File: src/obb_pkg.sv
package obb_pkg;

    localparam int unsigned ANGLE_BITS   = 9;
    localparam int unsigned EXT_BITS     = 15;
    localparam int unsigned AXIS_BITS    = 3;
    localparam int unsigned FOLD_BITS    = 7;
    localparam int unsigned NUM_AXES     = 4;
    localparam int unsigned FULL_TURN    = 360;
    localparam int unsigned HALF_TURN    = 180;
    localparam int unsigned THREE_QUART  = 270;
    localparam int unsigned QUARTER_TURN = 90;
    localparam logic [63:0] PI_Q30       = 64'd3373259426;

    typedef logic [AXIS_BITS-1:0] t_axis;

    localparam t_axis AXIS_A_WIDTH  = 3'd0;
    localparam t_axis AXIS_A_HEIGHT = 3'd1;
    localparam t_axis AXIS_B_WIDTH  = 3'd2;
    localparam t_axis AXIS_B_HEIGHT = 3'd3;
    localparam t_axis AXIS_NONE     = 3'd4;

    // Sine of j degrees (0 to 90) in Q30 by the truncated odd power series.
    // Evaluated at elaboration only, to build the constant lookup table.
    function automatic logic [63:0] sin_q30(int unsigned j);
        logic [63:0] x;
        logic [63:0] t;
        longint      sum;
        x   = (64'(j) * PI_Q30) / 64'd180;
        t   = x;
        sum = longint'(x);
        for (int n = 1; n <= 7; n++) begin
            t = (t * x) >> 30;
            t = (t * x) >> 30;
            t = t / 64'((2 * n) * (2 * n + 1));
            if ((n % 2) == 1) begin
                sum = sum - longint'(t);
            end else begin
                sum = sum + longint'(t);
            end
        end
        if (sum < 0) begin
            sum = 0;
        end
        if (sum > (longint'(1) << 30)) begin
            sum = longint'(1) << 30;
        end
        return 64'(sum);
    endfunction

    // Table entry rounded half up to f fraction bits.
    function automatic logic [63:0] sin_entry(int unsigned j, int unsigned f);
        logic [63:0] s;
        s = sin_q30(j);
        return (s + (64'd1 << (29 - f))) >> (30 - f);
    endfunction

endpackage

File: src/obb_sep.sv
module obb_sep #(
    parameter int COORD_BITS     = 16,
    parameter int TRIG_FRAC_BITS = 15
) (
    input  logic                 i_clk,
    input  logic                 i_en,
    input  logic [COORD_BITS+TRIG_FRAC_BITS+3:0] i_abs_d [obb_pkg::NUM_AXES],
    input  logic [TRIG_FRAC_BITS+obb_pkg::EXT_BITS+1:0]
                                 i_prod [obb_pkg::NUM_AXES][obb_pkg::NUM_AXES],
    output logic                 o_overlap,
    output obb_pkg::t_axis       o_axis
);
    localparam int DW = COORD_BITS + TRIG_FRAC_BITS + 4;
    localparam int PW = TRIG_FRAC_BITS + obb_pkg::EXT_BITS + 2;
    localparam int CW = (DW + 1 > PW + 2) ? DW + 2 : PW + 3;
    localparam int N  = obb_pkg::NUM_AXES;

    logic [CW-1:0]  radius [N];
    logic [N-1:0]   sep;
    obb_pkg::t_axis n_axis;

    always_comb begin
        for (int k = 0; k < N; k++) begin
            radius[k] = CW'(i_prod[k][0]) + CW'(i_prod[k][1])
                      + CW'(i_prod[k][2]) + CW'(i_prod[k][3]);
            sep[k]    = (CW'(i_abs_d[k]) << 1) > radius[k];
        end
        priority if (sep[0]) begin
            n_axis = obb_pkg::AXIS_A_WIDTH;
        end else if (sep[1]) begin
            n_axis = obb_pkg::AXIS_A_HEIGHT;
        end else if (sep[2]) begin
            n_axis = obb_pkg::AXIS_B_WIDTH;
        end else if (sep[3]) begin
            n_axis = obb_pkg::AXIS_B_HEIGHT;
        end else begin
            n_axis = obb_pkg::AXIS_NONE;
        end
    end

    always_ff @(posedge i_clk) begin
        if (i_en) begin
            o_axis    <= n_axis;
            o_overlap <= ~|sep;
        end
    end
endmodule

File: config.mk
export PLATFORM = sky130hd
export DESIGN_NAME = obb_sep
export DESIGN_NICKNAME = d
export VERILOG_FILES = /design/src/obb_pkg.sv /design/src/obb_sep.sv
export SDC_FILE = /design/constraint.sdc
export NUM_CORES = 1
export LEC_CHECK = 0
export ABC_AREA = 1
export CAP_MARGIN = 20
export CORE_AREA = 4 4 253 255
export DETAILED_ROUTE_END_ITERATION = 8
export DIE_AREA = 0 0 257 259
export DONT_BUFFER_PORTS = 1
export GPL_ROUTABILITY_DRIVEN = 0
export SYNTH_ARGS = -nofsm -noshare
export SYNTH_HDL_FRONTEND = slang
export SYNTH_SLANG_ARGS = --single-unit
export TNS_END_PERCENT = 1
File: constraint.sdc
create_clock -name i_clk -period 5.6 [get_ports i_clk]
set_input_delay 0.28 -clock i_clk [delete_from_list [all_inputs] [get_ports i_clk]]
set_output_delay 0.28 -clock i_clk [all_outputs]
set_load 0.02 [all_outputs]
Yosys cells after proc, flatten, opt, wreduce, memory -nomap -nowiden. Cells that the tools add are included.

Register bits after elaboration: 4. Bits of input ports: 654. Word-level logic and storage cells: 27. Output and inout bits: 4.

Multiplexer cells: 3. Add/subtract/negate cells: 12. $lt $le $gt $ge: 4. Reductions and logical operators: 4.

Operators with widths (number): 36-bit by 35-bit > comparator with 1-bit output (4); 34-bit by 32-bit adder with 35-bit output (4); 33-bit by 32-bit adder with 34-bit output (4); 32-bit by 32-bit adder with 33-bit output (4); 4-bit OR reduction (1); 3-bit two-way mux (1); 3-bit OR reduction (1); 2-bit two-way mux (1); 2-bit OR reduction (1); 1-bit zero test (1); 1-bit two-way mux (1).

Logic depth before layout (Yosys ltp). Gate-level depths: netlist of the first run.

Depth after elaboration: 7. Gate-level depth with buffers: 30. Gate-level depth less buffers: 30.

Least setup slack after synthesis of the first run. No wires, ideal clock.

Path kind: input to register. From: input i_prod[1] (netlist bit). To: register o_axis[1], data pin. Stages: 25. Required time: 5.346 ns. Data arrival time: 3.934 ns. Slack: 1.413 ns. Setup time: 0.254 ns. Cells stage by stage: inv_1 > fa_1 > inv_1 > fa_1 > ha_1 > inv_1 > fa_1 > o21ai_2 > nand2_2 > nand2_2 > nand3_2 > nand2_2 > nand2_2 > nand2_2 > nand2_1 > nand3b_1 > nand2_1 > ha_1 > nand2_1 > nor2_1 > nand2_1 > nor4_1 > o21ai_1 > inv_1 > nor2_1.

Word-level cells in the longest chain between the ends: 4.

Ends and longest elaborated chain: start: declaration (line obb_sep.sv:9) `i_prod [obb_pkg::NUM_AXES][obb_pkg::NUM_AXES],`; 34-bit by 32-bit adder with 35-bit output (line obb_sep.sv:25) `+ CW'(i_prod[k][2]) + CW'(i_prod[k][3]);`; 36-bit by 35-bit > comparator with 1-bit output (line obb_sep.sv:26) `sep[k] = (CW'(i_abs_d[k]) << 1) > radius[k];`; 3-bit two-way mux (line obb_sep.sv:34) `end else if (sep[3]) begin`; 2-bit two-way mux (line obb_sep.sv:32) `end else if (sep[2]) begin`; end signal: assignment (line obb_sep.sv:43) `o_axis <= n_axis;`; end: declaration (line obb_sep.sv:11) `output obb_pkg::t_axis o_axis`.

No other way between the ends. A chain may end at the register's enable or synchronous reset.

Worst setup path in the final report of the first run.
From: input i_prod[1] (netlist bit). To: register o_overlap, data pin.

Word-level cells in the longest chain between the ends: 4.

Ends and longest elaborated chain: 34-bit by 32-bit adder with 35-bit output (line obb_sep.sv:25); 36-bit by 35-bit > comparator with 1-bit output (line obb_sep.sv:26); 4-bit OR reduction (line obb_sep.sv:44) `o_overlap <= ~|sep;`; 1-bit zero test (line obb_sep.sv:44); end signal: assignment (line obb_sep.sv:44); end: declaration (line obb_sep.sv:10) `output logic o_overlap,`.

No other way between the ends.

==> results.md, run 1 <==
- Crit Path Class: input port to flop
- Top Ports: 658
- CTS-repair resized insts: 0
- Final WL: 58100 um
- CTS tree: yes
- Synth warnings: 0
- Vias per cell: 4.70
- Pin count of the biggest net entering global routing: 8
- CTS clk-pin slew, worst paths: 0.03 ns
- Post-synth top area share: 28.4%
- VDD IR max: 0.164 mV
- Post-Syn Nets: 3801
- Die X: around 260 um
- EDFF count, synth: 4
- Core Area: 0.0616 mm^2
- Htree depth: 1
- Distinct cells, synth: 37
- Post-CTS setup buffer count: 0
- Hold-fix buffers, CTS: 0
- Main synth FF type: edfxtp_1
- RSZ-0062 raised after global routing: false
- HPWL after detailed placement: between 50000 and 60000 um
- Ys async rst share: 0%
- Slew margin rel.: around 68%
- Critical path capture point type: flop
- Worst setup SP type: input port
- CP arrival: 4.49 ns
- Total clock sinks: 4
- DRC Markers: 0
- Leading cell type by number of instances after synthesis: inv_1
- Global-route wire length before repair: 87700 um
- Hold Slack: approximately 0.17 ns
- Fill count: 6739
- CTS Root Cell: clkbuf_16
- Final Setup Violations: 0
- Vias in the first global route: 16.0k
- Syn Std Cell Area: between 0.015 and 0.02 mm^2
- Final ANT Viol Nets: 0
- # port buffers: 0
- Pre-Repair DR Iteration Count: 6
- Worst EP required: 5.56 ns
- Grt total ovfl: 0
- Nets: 3806
- Overall Global Routing Usage: 16.6%
- Area Overhead vs Synth: 6.28%
- Final worst-path cycle share: 80.9%
- Worst-path fanout max: 3
- # Max-Cap Violations: 0
- Die footprint: 0.0666 mm^2
- Placed cell count: around 3.5k
- Std-Cell Rows: 91
- Synth area leader: fa_1
- Initial antenna violation count: 5
- Final slew viol count: 0
- Final hold viol count: 0
- Starting Density: 29.3%
- Seq/Total Area, Yosys: 0.666%
- Synth top cells by count: inv_1 (748), nand2_1 (469), ha_1 (264)
- Iter 0 DRT Violations: 1029
- Min Tclk post-route: ~4.5 ns
- P per Cell Area: between 300 and 400 mW/mm^2
- Chip height: 259 um
- Routed len/inst: 16.7 um
- Non-filler cells, final: 3471
- Actual slew at the worst max-slew pin: roughly 0.48 ns
- Syn_area_per_cell: between 6 and 7 um^2
- Final setup TNS: 0 ns
- Total CTS buffers: 3
- Hold crit path type: input port to flop
- Hold depth: 0
- Number of standard cells after synthesis: 2627
- Fraction of layout cells with a size suffix above 1: under 10%
- Clk buf depth: 2
- Status: finished, final reports clean
- Leak: 10.6 nW
- Synth top area cells: fa_1 (28%), ha_1 (18%), inv_1 (16%), nand2_1 (9.8%), a21oi_1 (5.9%)
- Register bit total from synthesis: 4
- Via count: roughly 16k
- Fmax: 221 MHz
[placed cells by master (no fill, tap or decap), types with 9 or more instances in the layout]
cell	Yosys	routed
fa_1	256	256
nor2_1	213	213
a21oi_2	10	10
a21o_1	26	26
nand4_1	27	27
o21ai_2	13	13
ha_1	264	264
inv_1	748	748
a21oi_1	212	212
nor3_1	21	21
nand3b_1	17	17
o21a_1	17	17
xor2_1	26	26
o21bai_1	9	9
xnor2_1	61	61
o21ai_1	18	18
nand2_1	469	469
nand3_1	91	91
o21ai_0	69	69
nand2_2	23	23
[per-layer routing]
metal / vias to the layer above / global-route usage (%) / part of all wire, %
li1: 8054 / - / -
met1: 7542 / 20.5 / 40
met2: 658 / 29.5 / 49
met3: 68 / 3.61 / 8.4
met4: 2 / 3.97 / 2.6
met5: - / 0 / 0.022
[critical path, stage by stage]
cell,delay (ns)
inv_1,0.03
fa_1,0.52
inv_1,0.05
fa_1,0.50
ha_1,0.18
inv_1,0.07
fa_1,0.47
o21ai_2,0.26
a21oi_2,0.13
o21ai_2,0.25
nand3_1,0.17
nand2_1,0.12
a21oi_1,0.09
ha_1,0.30
nand2_1,0.05
inv_1,0.04
nand2_1,0.06
nor2_1,0.21
nand2_1,0.10
nor2_1,0.09
nand2_1,0.06
nand2_1,0.05
nor2_1,0.05
o21ai_1,0.25
nor2_1,0.10
[flip-flops by register name, indices dropped and copies added (netlist names)]
register   cells
o_axis         3
o_overlap      1
[layout make-up]
class                           instances  area (um^2)  share of cell area (%)
Antenna cell                            4         10.0                  0.0522
Clock buffer                            3         75.1                   0.392
Inverter                              752         2820                    14.7
Multi-Input combinational cell       1871        15100                    78.7
Sequential cell                         4          120                   0.627
Tap cell                              837         1050                    5.46
[path summary, 6_finish.rpt]
path | startpoint | end | slack [ns]
setup / recovery | i_prod[1] | o_overlap | 1.07
hold / removal | i_en | o_overlap | 0.17
[cell families (layout without fill, tap and decap cells)]
| kind of cell | count (synthesis) | count (layout) | synth area share, % |
|---|---|---|---|
| and+or+nand+nor | 872 | 872 | 20.3 |
| buffers and inverters | 752 | 755 | 15.6 |
| adders and majority gates | 520 | 520 | 46.7 |
| AOI/OAI and AO/OA | 392 | 392 | 12.5 |
| xor gates and xnor gates | 87 | 87 | 4.22 |
| DFF | 4 | 4 | 0.666 |
| other | 0 | 4 | 0 |
[per-stage QoR]
step	cell area [um^2]	utilization [%]	power, mW	worst slack, ns
5_1_grt	19200	31.1	7.36	0.681
3_5_place_dp	19100	31.0	6.26	0.800
2_1_floorplan	18000	-	4.79	1.41
3_3_place_gp	19100	31.0	6.24	0.864
6_report	19200	31.1	6.45	1.07
4_1_cts	19200	31.1	6.41	1.03
[where the power goes]
group | total, mW | internal (mW) | switching [mW]
clock | 0.110 | 0.0911 | 0.0188
combinational | 6.30 | 2.42 | 3.88
sequential | 0.0411 | 0.0360 | 0.00505
Power figures use the tool's default switching activity.
==> run 2: changes to the inputs <==
- clock period: 5.6 -> 4.6 ns (I/O delays scaled with it)
==> run 2 against run 1 <==
  * Utilization increased by 0.54 points
  * Clock-buffer cell count unchanged
  * Hold slack lost 0.052 ns
  * Final area grew 1.7%
  * Combinational power increased by 25%
  * Clock power grew 23%
  * Sequential cell count unchanged
  * Largest power group unchanged
  * Critical path type unchanged
  * Largest cell class unchanged
  * Critical path depth is 3 lower
==> results.md, run 2 (synthesis results as in run 1) <==
- P per Cell Area: a little over 400 mW/mm^2
- CTS tree: yes
- # port buffers: 0
- DRC Markers: 0
- Hold depth: 0
- Routed len/inst: between 15 and 20 um
- Worst setup SP type: input port
- Critical Path Max Stage Delay: 0.52 ns
- # Max-Cap Violations: 0
- Final Setup Violations: 0
- Worst EP required: 4.57 ns
- Final core utilization: 31.7%
- Top Ports: 658
- Crit Path Class: input port to flop
- CTS Root Cell: clkbuf_16
- Final ANT Viol Nets: 0
- Largest Register: o_axis
- Fin worst setup slack: 0.326 ns
- Final setup TNS: 0 ns
- Non-filler cells, final: roughly 3.5k
- Total CTS buffers: 3
- Final slew viol count: 0
- Overall Global Routing Usage: 16.8%
- Most common library cell in the layout ignoring fill and taps: inv_1
- Top flop regs: o_axis (3), o_overlap (1)
- Fmax: 234 MHz
- RSZ-0062 raised after global routing: false
- Grt total ovfl: 0
- Vias per cell: ~4.7
- Multi-input logic area: between 0.015 and 0.02 mm^2
- Final worst-path cycle share: 92.9%
- Die footprint: 0.0666 mm^2
- Initial antenna violation count: 4
- Area Overhead vs Synth: 8.12%
- Clk buf depth: 2
- Min Tclk post-route: between 4 and 5 ns
- Total clock sinks: 4
- Min-delay src: i_en
- Chip height: 259 um
- Worst slack, placed: -0.0543 ns
- VDD IR max: approximately 0.19 mV
- CP most frequent cell: nand2_1
- Worst-path fanout max: 5
- CTS clk-pin slew, worst paths: about 0.03 ns
- Nets: 3845
- Fraction of layout cells with a size suffix above 1: 3.93%
- Std-Cell Rows: 91
- Htree depth: 1
- Leak: about 11 nW
- Critical Path, Cell by Cell: inv_1 -> fa_1 -> fa_1 -> inv_1 -> ha_1 -> a21oi_1 -> o21ai_0 -> o21bai_2 -> a21oi_1 -> xor2_1 -> ha_1 -> nand2_1 -> nor2_1 -> inv_1 -> nor3_1 -> nand2_1 -> nand3_1 -> nand2_1 -> nand2_1 -> nand2_2 -> nand2_1 -> nor2_1
- Max reg flops: 3
- Via count: 16.4k
- Pin count of the biggest net entering global routing: 8
- Slew margin rel.: between 60% and 70%
- Total area of sequential cells: approximately 120 um^2
- Hold Path Sink: o_overlap
- Fill count: 6756
- Critical path capture point type: flop
- Pre-Repair DR Iteration Count: 6
- Global-route wire length before repair: 88900 um
- Hold crit path type: input port to flop
- Placed cell count: approximately 3.5k
- Hold-fix buffers, CTS: 0
- Most frequent cells in the layout: inv_1 (748), nand2_1 (467), ha_1 (264), fa_1 (256), nor2_1 (212)
- Die X: 257 um
- Iter 0 DRT Violations: 922
- Final WL: 58700 um
- HPWL after detailed placement: 55800 um
- Actual slew at the worst max-slew pin: 0.553 ns
- CP arrival: 4.25 ns
- Starting Density: just under 30%
- Core Area: 0.0616 mm^2
- Final hold viol count: 0
- Vias in the first global route: 16.5k
- Status: finished, final reports clean
- Critical Path Slowest Stage Cell: fa_1
run 2: changes by cell type in the layout (fill, tap and decap cells not counted), sizes merged:
cell   before  now
buf         0   39
diode       4    5
run 2: power by group:
| part | leakage, nW | internal, mW | switching (mW) |
|---|---|---|---|
| registers | 0.0380 | 0.0439 | 0.00638 |
| logic | 10.7 | 3.12 | 4.78 |
| clock network | 0.0370 | 0.111 | 0.0237 |
| total | 10.8 | 3.27 | 4.81 |
run 2: worst max-delay path: cells and delay by family:
| family | cells | cell delay, ns |
|---|---|---|
| AO/OA/AOI/OAI | 4 | 0.93 |
| XOR/XNOR | 1 | 0.32 |
| adder cells (fa/ha/maj) | 4 | 1.59 |
| buffers and inverters | 3 | 0.17 |
| AND/OR/NAND/NOR | 10 | 1.01 |
run 2: what timing repair did:
action                     CTS  global route
setup buffers                0             1
setup endpoints to repair    0             4
gates resized for setup      0             8
run 2: worst max-delay path by stage:
| stage | slack (ns) | cells past startpoint | endpoint | from |
|---|---|---|---|---|
| after floorplan | 0.46 | 25 | o_axis[1] | i_prod[1] |
| after global placement | 0.005 | 27 | o_axis[2] | i_prod[129] |
| after detailed placement | -0.05 | 27 | o_overlap | i_prod[129] |
| after CTS | 0.15 | 27 | o_overlap | i_prod[129] |
| after global routing | 0.008 | 27 | o_axis[1] | i_prod[129] |
| final | 0.33 | 22 | o_axis[1] | i_prod[393] |
run 2: cell type report:
cell class                      instances  share of cell area, %
Multi-Input combinational cell       1871                   77.6
Clock buffer                            3                  0.385
Sequential cell                         4                  0.616
Timing Repair Buffer                   39                   1.50
Tap cell                              837                   5.37
Antenna cell                            5                 0.0642
Inverter                              752                   14.5
run 2: stage by stage:
step	area [um^2]	hold WS, ns	power, mW
CTS	19400	0.116	8.03
global placement	19400	0.347	7.81
finish	19500	0.121	8.08
detailed placement	19400	0.347	7.83
floorplan	18000	0.342	5.83
global route	19500	0.111	9.25
run 2: per-layer routing:
| metal | up-vias | track usage (%) | wire length (um) |
|---|---|---|---|
| met5 | - | 0 | 13 |
| met4 | 2 | 3.21 | 1210 |
| met3 | 57 | 4.18 | 4860 |
| met2 | 612 | 30.2 | 29000 |
| met1 | 7643 | 20.5 | 23500 |
| li1 | 8135 | - | - |
==> run 3: changes to the inputs <==
- BUFFER_PORTS_ARGS: not set -> -buffer_cell sky130_fd_sc_hd__buf_2
- DONT_BUFFER_PORTS: 1 -> not set
==> run 3 against run 2 <==
  * Utilization up 5.5 points
  * Hold slack better by 0.14 ns
  * Final cell count up 19%
  * Die area unchanged
  * Largest power group unchanged
  * Critical endpoint unchanged
  * Critical path depth up 1
  * Critical path type unchanged
  * Sequential share of layout area down 0.092 points
  * Final area up 17%
  * Worst setup slack worse by 0.063 ns
  * First-iteration DRC count up 15%
  * Global-route usage up 1.2 points
  * Sequential cell count unchanged
  * Maximum frequency down 1.5%
==> results.md, run 3 (synthesis results as in run 1) <==
- Final ANT Viol Nets: 0
- Clk buf depth: 2
- Critical Path, Cell by Cell: buf_2 -> inv_1 -> fa_1 -> fa_1 -> inv_1 -> ha_1 -> nand2_2 -> o21ai_0 -> a21oi_1 -> o21ai_2 -> nand3_1 -> nand3_1 -> nand2_1 -> ha_1 -> nand2_1 -> nor2_1 -> nand4_1 -> inv_1 -> nand2_1 -> nand2_1 -> nand2_2 -> nand2_1 -> nor2_1
- CP arrival: 4.31 ns
- Crit Path Class: input port to flop
- Critical Path Slowest Stage Cell: fa_1
- Critical path capture point type: flop
- CP most frequent cell: nand2_1
- Top flop regs: o_axis (3), o_overlap (1)
- Iter 0 DRT Violations: about 1.1k
- Min Tclk post-route: 4.34 ns
- Status: finished, final reports clean
- Final Setup Violations: 0
- Die X: 257 um
- Pin count of the biggest net entering global routing: 8
- CTS Root Cell: clkbuf_16
- Worst EP required: 4.58 ns
- Fraction of layout cells with a size suffix above 1: a little under a quarter
- Die footprint: 0.0666 mm^2
- Vias per cell: 4.48
- Actual slew at the worst max-slew pin: 0.577 ns
- Final hold viol count: 0
- CTS tree: yes
- Routed len/inst: around 15 um
- Core Area: 0.0616 mm^2
- Met3 Use GR: 2.50%
- Fill count: 6648
- Total CTS buffers: 3
- Fmax: 231 MHz
- Initial antenna violation count: 8
- Critical Path Max Stage Delay: 0.51 ns
- VDD IR max: 0.131 mV
- Pre-Repair DR Iteration Count: 6
- Worst-path fanout max: 5
- Most common library cell in the layout ignoring fill and taps: inv_1
- Nets: 4513
- Chip height: 259 um
- # Max-Cap Violations: 0
- CTS clk-pin slew, worst paths: 0.03 ns
- Global-route wire length before repair: 97500 um
- Final worst-path cycle share: 94.3%
- Total clock sinks: 4
- Worst setup SP type: input port
- Global Route met2 Usage: 33.4%
- Vias in the first global route: 18.8k
- # port buffers: 657
- Grt total ovfl: 0
- Hold Slack: 0.263 ns
- Htree depth: 1
- Hold-fix buffers, CTS: 0
- Largest Register: o_axis
- Final WL: 62400 um
- Starting Density: 29.3%
- Area Overhead vs Synth: 27.0%
- Total chip power: 8.43 mW
- Slew margin rel.: approximately three fifths
- Hold crit path type: input port to flop
- Final slew viol count: 0
- Most frequent cells in the layout: inv_1 (748), buf_2 (657), nand2_1 (465), ha_1 (264), fa_1 (256)
- DRC Markers: 0
- Overall Global Routing Usage: 18.1%
- GRT Max-Usage Layer: met2
- P per Cell Area: around 370 mW/mm^2
- Met1 GRT Util: 23.2%
- Via count: 18.7k
- Std-Cell Rows: 91
- Leak: 13.4 nW
- Top Ports: 658
- Max reg flops: 3
- HPWL after detailed placement: between 50000 and 60000 um
## run 3: worst paths after layout
kind | end | from | cells after the start | slack (ns)
setup / recovery | o_axis[1] | i_prod[397] | 23 | 0.26
hold / removal | o_axis[2] | i_en | 1 | 0.26
## run 3: final cells by class
type                    count  area (um^2)  area share (%)
clock buffers               3         75.1           0.328
repair buffers            707         3660            16.0
diodes                      5         12.5          0.0546
inverters                 752         2820            12.3
well taps                 837         1050            4.57
multi-input cells        1871        15200            66.2
flip-flops and latches      4          120           0.524
## run 3: power by group
| part | internal (mW) | total [mW] | switching, mW |
|---|---|---|---|
| registers | 0.0435 | 0.0440 | 0.000510 |
| clock network | 0.111 | 0.136 | 0.0246 |
| logic | 3.35 | 8.25 | 4.90 |
## run 3: per-layer routing
metal	wire (um)	share of wire (%)
met3	3980	6.4
met5	40	0.064
met4	684	1.1
met2	31500	51
met1	26100	42
## run 3: timing repair
action,CTS,global route
setup endpoints to repair,0,4
buffers inserted,0,1
gates resized for setup,0,17
endpoints found under the hold margin,0,0
## run 3: metrics by stage
stage | cell area (um^2) | setup slack (ns) | TNS, ns | utilization (%) | instances
2_1_floorplan | 18000 | 0.463 | 0 | - | 2627
3_3_place_gp | 22700 | -0.0714 | -0.213 | 36.9 | 4170
3_5_place_dp | 22700 | -0.0923 | -0.289 | 36.9 | 4170
4_1_cts | 22800 | 0.125 | 0 | 37.0 | 4173
5_1_grt | 22900 | -0.0118 | -0.0283 | 37.2 | 4177
6_report | 22900 | 0.263 | 0 | 37.2 | 4179
## run 3: worst max-delay path: cells and delay by family
family	cells	cell delay [ns]
adder cells (fa/ha/maj)	4	1.71
AND/OR/NAND/NOR	12	1.33
AO/OA/AOI/OAI	3	0.79
buffers and inverters	4	0.23
